`config.mk`:
```
export PLATFORM = sky130hd
export DESIGN_NAME = missing_repeating_sum_squares
export DESIGN_NICKNAME = d
export VERILOG_FILES = /design/src/hw/rtl/mrss_pkg.sv /design/src/hw/rtl/mrss_accum.sv /design/src/hw/rtl/mrss_div.sv /design/src/hw/rtl/missing_repeating_sum_squares.sv
export SDC_FILE = /design/constraint.sdc
export NUM_CORES = 2
export LEC_CHECK = 0
export ABC_AREA = 1
export BUFFER_PORTS_ARGS = -buffer_cell sky130_fd_sc_hd__buf_2
export CAP_MARGIN = 10
export CORE_MARGIN = 1
export CORE_UTILIZATION = 29
export CTS_CLUSTER_DIAMETER = 200
export DETAILED_ROUTE_END_ITERATION = 7
export SYNTH_ARGS = -nofsm -noshare
export SYNTH_HDL_FRONTEND = slang
export SYNTH_SLANG_ARGS = --single-unit
```
`constraint.sdc`:
```
create_clock -name clk -period 9.6 [get_ports clk]
set_input_delay 1.92 -clock clk [delete_from_list [all_inputs] [get_ports clk]]
set_output_delay 1.92 -clock clk [all_outputs]
set_load 0.005 [all_outputs]
```
`src/hw/rtl/mrss_pkg.sv`:
```
// Shared types and constants for the missing/repeating value finder.
// No dependencies; imported by every module of the block.
package mrss_pkg;

  localparam logic [15:0] MRSS_MAX_N = 16'd65535;

  localparam int unsigned DIV_W = 50;

  typedef struct packed {
    logic [15:0] count;
    logic [31:0] sum;
    logic [47:0] sq_sum;
    logic        overlong;
  } acc_t;

  typedef struct packed {
    logic             start;
    logic [DIV_W-1:0] dividend;
    logic [DIV_W-1:0] divisor;
  } div_req_t;

  typedef struct packed {
    logic             busy;
    logic             done;
    logic [DIV_W-1:0] quo;
    logic [DIV_W-1:0] rem;
  } div_res_t;

endpackage

```
`src/hw/rtl/mrss_accum.sv`:
```
// Running count, sum and sum of squares of the incoming words.
// Depends on mrss_pkg.
module mrss_accum
  import mrss_pkg::*;
(
  input  logic        clk,
  input  logic        rst,
  input  logic        en,
  input  logic        clr,
  input  logic [15:0] value,
  output acc_t        acc
);

  logic [31:0] square;

  assign square = {16'b0, value} * {16'b0, value};

  always_ff @(posedge clk) begin
    if (rst || clr) begin
      acc <= '0;
    end else if (en) begin
      if (acc.count >= MRSS_MAX_N) begin
        acc.overlong <= 1'b1;
      end else begin
        acc.count <= acc.count + 16'd1;
      end
      acc.sum    <= acc.sum + {16'b0, value};
      acc.sq_sum <= acc.sq_sum + {16'b0, square};
    end
  end

endmodule

```
`src/hw/rtl/mrss_div.sv`:
```
// Radix-2 restoring divider, one quotient bit per cycle, unsigned operands.
// Depends on mrss_pkg.
module mrss_div
  import mrss_pkg::*;
(
  input  logic     clk,
  input  logic     rst,
  input  div_req_t req,
  output div_res_t res
);

  localparam int unsigned CNT_W = $clog2(DIV_W + 1);

  logic [CNT_W-1:0] cnt;
  logic [DIV_W-1:0] dsr;
  logic [DIV_W:0]   sh;
  logic [DIV_W+1:0] df;

  assign sh = {res.rem, res.quo[DIV_W-1]};
  assign df = {1'b0, sh} - {2'b0, dsr};

  always_ff @(posedge clk) begin
    if (rst) begin
      res.busy <= 1'b0;
      res.done <= 1'b0;
      cnt      <= '0;
    end else begin
      res.done <= 1'b0;
      if (req.start) begin
        res.busy <= 1'b1;
        cnt      <= CNT_W'(DIV_W);
        res.quo  <= req.dividend;
        res.rem  <= '0;
        dsr      <= req.divisor;
      end else if (res.busy) begin
        if (!df[DIV_W+1]) begin
          res.rem <= df[DIV_W-1:0];
        end else begin
          res.rem <= sh[DIV_W-1:0];
        end
        res.quo <= {res.quo[DIV_W-2:0], ~df[DIV_W+1]};
        cnt     <= cnt - CNT_W'(1);
        if (cnt == CNT_W'(1)) begin
          res.busy <= 1'b0;
          res.done <= 1'b1;
        end
      end
    end
  end

endmodule

```
`src/hw/rtl/missing_repeating_sum_squares.sv`:
```
// Missing/repeating value finder: words that are not last are taken one per cycle.
// A last word stalls the input until its result word is loaded into the output register.
// Most of that is a pass of the bit-serial divider, skipped when the sums rule out an
// answer before dividing, as is the last solve step when the division is inexact or
// d1 + d2/d1 is odd. An unaccepted result in the output register lengthens the stall.
// Synchronous reset clears the sums, the sequencer and the output valid. Needs mrss_pkg.
module missing_repeating_sum_squares
  import mrss_pkg::*;
(
  input  logic        clk,
  input  logic        rst,
  input  logic        s_tvalid,
  output logic        s_tready,
  input  logic [15:0] s_tdata,   // [15:0] value
  input  logic        s_tlast,
  output logic        m_tvalid,
  input  logic        m_tready,
  output logic [31:0] m_tdata,   // [15:0] repeating, [31:16] missing
  output logic        m_tuser    // [0] valid_res
);

  typedef enum logic [3:0] {
    S_IDLE, S_MUL1, S_MUL2, S_MUL3, S_D2,
    S_DIVS, S_DIVW, S_SOL2, S_SOL3, S_OUT
  } state_t;

  state_t state;

  acc_t     acc;
  div_req_t dreq;
  div_res_t dres;
  logic     acc_clr;
  logic     out_free;

  logic [31:0]        sn_r;
  logic [15:0]        n3_r;
  logic [31:0]        ab_r;
  logic [16:0]        fc_r;
  logic [47:0]        s2n_r;
  logic signed [33:0] d1_r;
  logic signed [49:0] d2_r;
  logic signed [50:0] total_r;
  logic signed [51:0] x_r;
  logic signed [52:0] y_r;
  logic               ok_r;

  logic [16:0]        n_p1;
  logic [16:0]        two_n1;
  logic [32:0]        nn1;
  logic [33:0]        n3_prod;
  logic [16:0]        n3x3;
  logic [15:0]        n_mod3;
  logic [16:0]        fa;
  logic [16:0]        fb;
  logic [16:0]        fc;
  logic [33:0]        ab;
  logic [48:0]        prod;
  logic signed [33:0] d1_next;
  logic signed [49:0] d2_next;
  logic [33:0]        abs_d1;
  logic [49:0]        abs_d2;
  logic               q_neg;
  logic signed [50:0] q_s;
  logic signed [51:0] twice;
  logic signed [52:0] x_ext;
  logic signed [52:0] n_s;
  logic               in_range;
  logic               res_ok;

  assign s_tready = (state == S_IDLE);
  assign out_free = !m_tvalid || m_tready;
  assign acc_clr  = (state == S_OUT) && out_free;

  mrss_accum u_accum (
    .clk   (clk),
    .rst   (rst),
    .en    (s_tvalid && s_tready),
    .clr   (acc_clr),
    .value (s_tdata),
    .acc   (acc)
  );

  mrss_div u_div (
    .clk (clk),
    .rst (rst),
    .req (dreq),
    .res (dres)
  );

  always_comb begin
    n_p1     = {1'b0, acc.count} + 17'd1;
    two_n1   = {acc.count, 1'b1};
    nn1      = {17'b0, acc.count} * {16'b0, n_p1};
    // floor(n/3) by reciprocal, exact for n below 2^17
    n3_prod  = {18'b0, acc.count} * 34'd43691;
    n3x3     = {n3_r, 1'b0} + {1'b0, n3_r};
    n_mod3   = acc.count - n3x3[15:0];
    // take the factor of 3 out of whichever of n, n+1, 2n+1 holds it
    fa = {1'b0, acc.count};
    fb = n_p1;
    fc = two_n1;
    unique case (n_mod3)
      16'd0:   fa = {1'b0, n3_r};
      16'd1:   fc = {n3_r, 1'b1};
      default: fb = {1'b0, n3_r} + 17'd1;
    endcase
    ab       = {17'b0, fa} * {17'b0, fb};
    prod     = {17'b0, ab_r} * {32'b0, fc_r};
    d1_next  = $signed({2'b0, acc.sum}) - $signed({2'b0, sn_r});
    d2_next  = $signed({2'b0, acc.sq_sum}) - $signed({2'b0, s2n_r});
    abs_d1   = d1_r[33] ? 34'(-d1_r) : 34'(d1_r);
    abs_d2   = d2_r[49] ? 50'(-d2_r) : 50'(d2_r);
    q_neg    = d1_r[33] ^ d2_r[49];
    q_s      = $signed({1'b0, dres.quo});
    twice    = $signed({{18{d1_r[33]}}, d1_r}) + $signed({total_r[50], total_r});
    x_ext    = $signed({x_r[51], x_r});
    n_s      = $signed({37'b0, acc.count});
    in_range = (x_ext > 53'sd0) && (x_ext <= n_s) && (y_r > 53'sd0) && (y_r <= n_s);
    res_ok   = ok_r && in_range;

    dreq = '0;
    unique case (state)
      S_DIVS: begin
        dreq.start    = 1'b1;
        dreq.dividend = abs_d2;
        dreq.divisor  = {16'b0, abs_d1};
      end
      default: dreq = '0;
    endcase
  end

  always_ff @(posedge clk) begin
    if (rst) begin
      state    <= S_IDLE;
      m_tvalid <= 1'b0;
      ok_r     <= 1'b0;
    end else begin
      if (m_tready && state != S_OUT) begin
        m_tvalid <= 1'b0;
      end
      unique case (state)
        S_IDLE: begin
          if (s_tvalid && s_tlast) begin
            state <= S_MUL1;
          end
        end
        S_MUL1: begin
          sn_r  <= nn1[32:1];
          n3_r  <= n3_prod[32:17];
          ok_r  <= 1'b1;
          state <= S_MUL2;
        end
        S_MUL2: begin
          d1_r  <= d1_next;
          ab_r  <= ab[32:1];
          fc_r  <= fc;
          state <= S_MUL3;
        end
        S_MUL3: begin
          s2n_r <= prod[47:0];
          state <= S_D2;
        end
        S_D2: begin
          d2_r <= d2_next;
          if (acc.overlong || d1_r == 34'sd0) begin
            ok_r  <= 1'b0;
            state <= S_OUT;
          end else begin
            state <= S_DIVS;
          end
        end
        S_DIVS: state <= S_DIVW;
        S_DIVW: begin
          if (dres.done) begin
            total_r <= q_neg ? -q_s : q_s;
            if (dres.rem != '0) begin
              ok_r <= 1'b0;
            end
            state <= S_SOL2;
          end
        end
        S_SOL2: begin
          x_r <= twice >>> 1;
          if (!ok_r || twice[0]) begin
            ok_r  <= 1'b0;
            state <= S_OUT;
          end else begin
            state <= S_SOL3;
          end
        end
        S_SOL3: begin
          y_r   <= $signed({{2{total_r[50]}}, total_r}) - x_ext;
          state <= S_OUT;
        end
        S_OUT: begin
          if (out_free) begin
            m_tvalid <= 1'b1;
            m_tdata  <= res_ok ? {y_r[15:0], x_r[15:0]} : 32'd0;
            m_tuser  <= res_ok;
            state    <= S_IDLE;
          end
        end
        default: state <= S_IDLE;
      endcase
    end
  end

  a_no_take_while_dividing: assert property (@(posedge clk) disable iff (rst)
    dres.busy |-> !s_tready)
    else $error("input taken while divider busy");

  a_last_stalls_input: assert property (@(posedge clk) disable iff (rst)
    s_tvalid && s_tready && s_tlast |=> !s_tready)
    else $error("input not stalled after last word");

  a_valid_result_sane: assert property (@(posedge clk) disable iff (rst)
    m_tvalid && m_tuser |-> (m_tdata[15:0] != 16'd0) && (m_tdata[31:16] != 16'd0)
      && (m_tdata[15:0] != m_tdata[31:16]))
    else $error("valid result out of range");

endmodule

```
==> reports/qor.yml <==
status:
  status: "completed"
sta:
  timing.fmax_mhz: 111
  fin_tns_setup_ns: 0
  fin_crit_ns: 8.98
  drv_slew: 0
  hold_viol: 0
  worst_pin_slew_ns: 1.32
  post-route-period-util_pct: 93.5
  setup_viol: 0
  rsz0062_at_grt: "false"
  maxSlewHeadroom_pct: 12.0
  fin_skew_ns: 0.0569
grt:
  globalRouteOverflowTotal: 0
  grt_pass1_vias: 79400
  antenna_found_initial: 3
  grt_pass1_wl_mm: 459
  grt_max_degree: 71
  grt_use_total_pct: 17.7
synth:
  syn_nets: 14300
  yosysUniqueCellTypes: 61
  ys_ff_latch: 657
  avgSynthCellArea_um2: 7.78
  ys_seq_area_share_pct: 19.6
  netlist_instances: 12200
  synth_area_mm2: 0.0950
  synth_edf_count: 546
  synth_flop_cell: "edfxtp_1"
  ys_async_sr_fraction_pct: 0
  synth_warnings: 0
cts:
  cts_buffer_depth: 3
  hold_buffers: 0
  insertion_delay_ns: 0.74
  ctsResizeCount: 0
  htreeDepth: 3
  postCtsSetupRepairBufs: 0
  cts_root_buf: "clkbuf_16"
  cts_buffers: 81
  cts_tree: "yes"
  numClockSinks: 657
  clkTransAtPathRegs_ns: 0.07
min_path:
  min_to: "total_r[0]$_DFFE_PP_"
  hold_start: "u_div.res[50]$_DFFE_PP_"
  min_path_type: "flop to flop"
  holdPathStages: 0
detailed_routing:
  dr.pass1.iters: 6
  drcViolationCount: 0
  via_per_inst: 4.80
  drt_iter0_drc: 6071
  vias: 79200
  ant_nets: 0
  wl_per_cell_um: 17.8
  wl_mm: 295
die:
  pin_count: 56
  dieArea_mm2: 0.330
  initial_utilization_pct: 29.2
  die_height_um: 574
  die_w_um: 574
  core_mm2: 0.325
  row_count: 209
setup_path:
  worstReg2RegStart: "n3_r[0]$_DFFE_PP_"
  cpMostUsedCell: "nand2_1"
  slowest_stage: "fa_1"
  crit_family: "adder cells"
  path_class: "flop to flop"
  rr_endpoint: "ab_r[28]$_DFFE_PP_"
  critPathLaunchType: "flop"
  cpPeakStageDelay_ns: 0.56
  cp-end-kind: "flop"
  ff2ff_path_depth: 35
  crit_path_max_fanout: 31
  r2r_setup_slack_ns: 0.62
  worstPathArrival_ns: 9.44
  path_buf_inv: 6
  crit_required_ns: 10.06
placed_design:
  place_congestion: 0.980
  port_buffers: 55
  placed_area_mm2: 0.100
  dpl.hpwl_mm: 243
layout:
  synthToLayoutAreaGrowth_pct: 8.36
  drive_above_1_share_pct: 2.98
  nNetsFinal: 14200
  design_area_mm2: 0.103
  layout_commonest_cell: "inv_1"
  layout_common_cells: "inv_1 (2,667), nand2_1 (2,600), nor2_1 (1,179)"
run:
  drv_cap: 0
-- layer usage --
layer / part of all wire (%) / track usage [%]
met5: 0.0044 / 0
met4: 3.1 / 5.36
met3: 5.6 / 1.76
met2: 48 / 30.5
met1: 43 / 23.3
-- kinds of logic after synthesis --
family,share of synthesized area (%)
DFF,19.6
adders and majority gates,36.0
xor gates and xnor gates,3.98
buffers and inverters,12.0
other,0.00395
AOI/OAI and AO/OA,8.76
and+or+nand+nor,19.6
-- layout make-up --
class / instances / area [µm²]
Multi-Input combinational cell: 8553 / 65100
Clock buffer: 92 / 2100
Sequential cell: 657 / 18600
Timing Repair Buffer: 135 / 888
Antenna cell: 1 / 2.50
Inverter: 2695 / 10100
Clock inverter: 60 / 736
Tap cell: 4325 / 5410
Fill cell: 34900 / 222000
-- stage by stage --
| stage | util, % | hold WS (ns) | setup slack (ns) | std cells |
|---|---|---|---|---|
| finish | 31.7 | 0.451 | 0.623 | 16500 |
| global route | 31.7 | 0.480 | 0.118 | 16500 |
| CTS | 31.7 | 0.454 | 0.622 | 16500 |
| detailed placement | 30.8 | 0.475 | 0.646 | 16400 |
| global placement | 30.8 | 0.465 | 0.704 | 16400 |
| floorplan | - | 0.424 | 1.24 | 12200 |
-- worst max-delay path by stage --
stage                                       from                  to  slack [ns]  depth (start not counted)
floorplan           u_accum.acc[81]$_SDFFE_PP0P_  ab_r[28]$_DFFE_PP_        1.24                         45
global placement    u_accum.acc[81]$_SDFFE_PP0P_  ab_r[28]$_DFFE_PP_        0.70                         36
detailed placement             n3_r[0]$_DFFE_PP_  ab_r[28]$_DFFE_PP_        0.65                         35
CTS                            n3_r[0]$_DFFE_PP_  ab_r[28]$_DFFE_PP_        0.62                         35
global route                   n3_r[0]$_DFFE_PP_  ab_r[23]$_DFFE_PP_        0.12                         41
finish                         n3_r[0]$_DFFE_PP_  ab_r[28]$_DFFE_PP_        0.62                         35
-- cell usage after synthesis, drive strengths merged (24+ instances only) --
library cell / n / share of area [%]
buf: 65 / 0.42
xor2: 287 / 2.6
fa: 1162 / 24
dfxtp: 111 / 2.3
a21o: 68 / 0.54
nor2: 1195 / 4.8
nand4: 110 / 0.75
clkbuf: 234 / 0.92
a21oi: 649 / 3.4
o21ai: 472 / 2.5
ha: 876 / 12
nand2: 2635 / 10
xnor2: 145 / 1.3
inv: 2687 / 11
o21bai: 82 / 0.65
nand3: 390 / 2.1
a21boi: 24 / 0.19
nor3: 128 / 0.70
edfxtp: 546 / 17
a31oi: 91 / 0.60
o21a: 26 / 0.21
nor4: 87 / 0.57
-- state kept, by name (all words and copies together) (netlist names) --
signal / count
u_div.cnt: 6
total_r: 51
u_div.dsr: 34
fc_r: 16
s2n_r: 48
d2_r: 49
ok_r: 1
m_tdata: 32
sn_r: 32
x_r: 51
y_r: 52
m_tuser: 1
u_accum.acc: 97
u_div.res: 102
d1_r: 33
state: 4
ab_r: 32
n3_r: 15
m_tvalid: 1
Power is left out: the tool's default activity adds up to more than one toggle a clock period on the data nets, which glitch-free logic cannot reach.
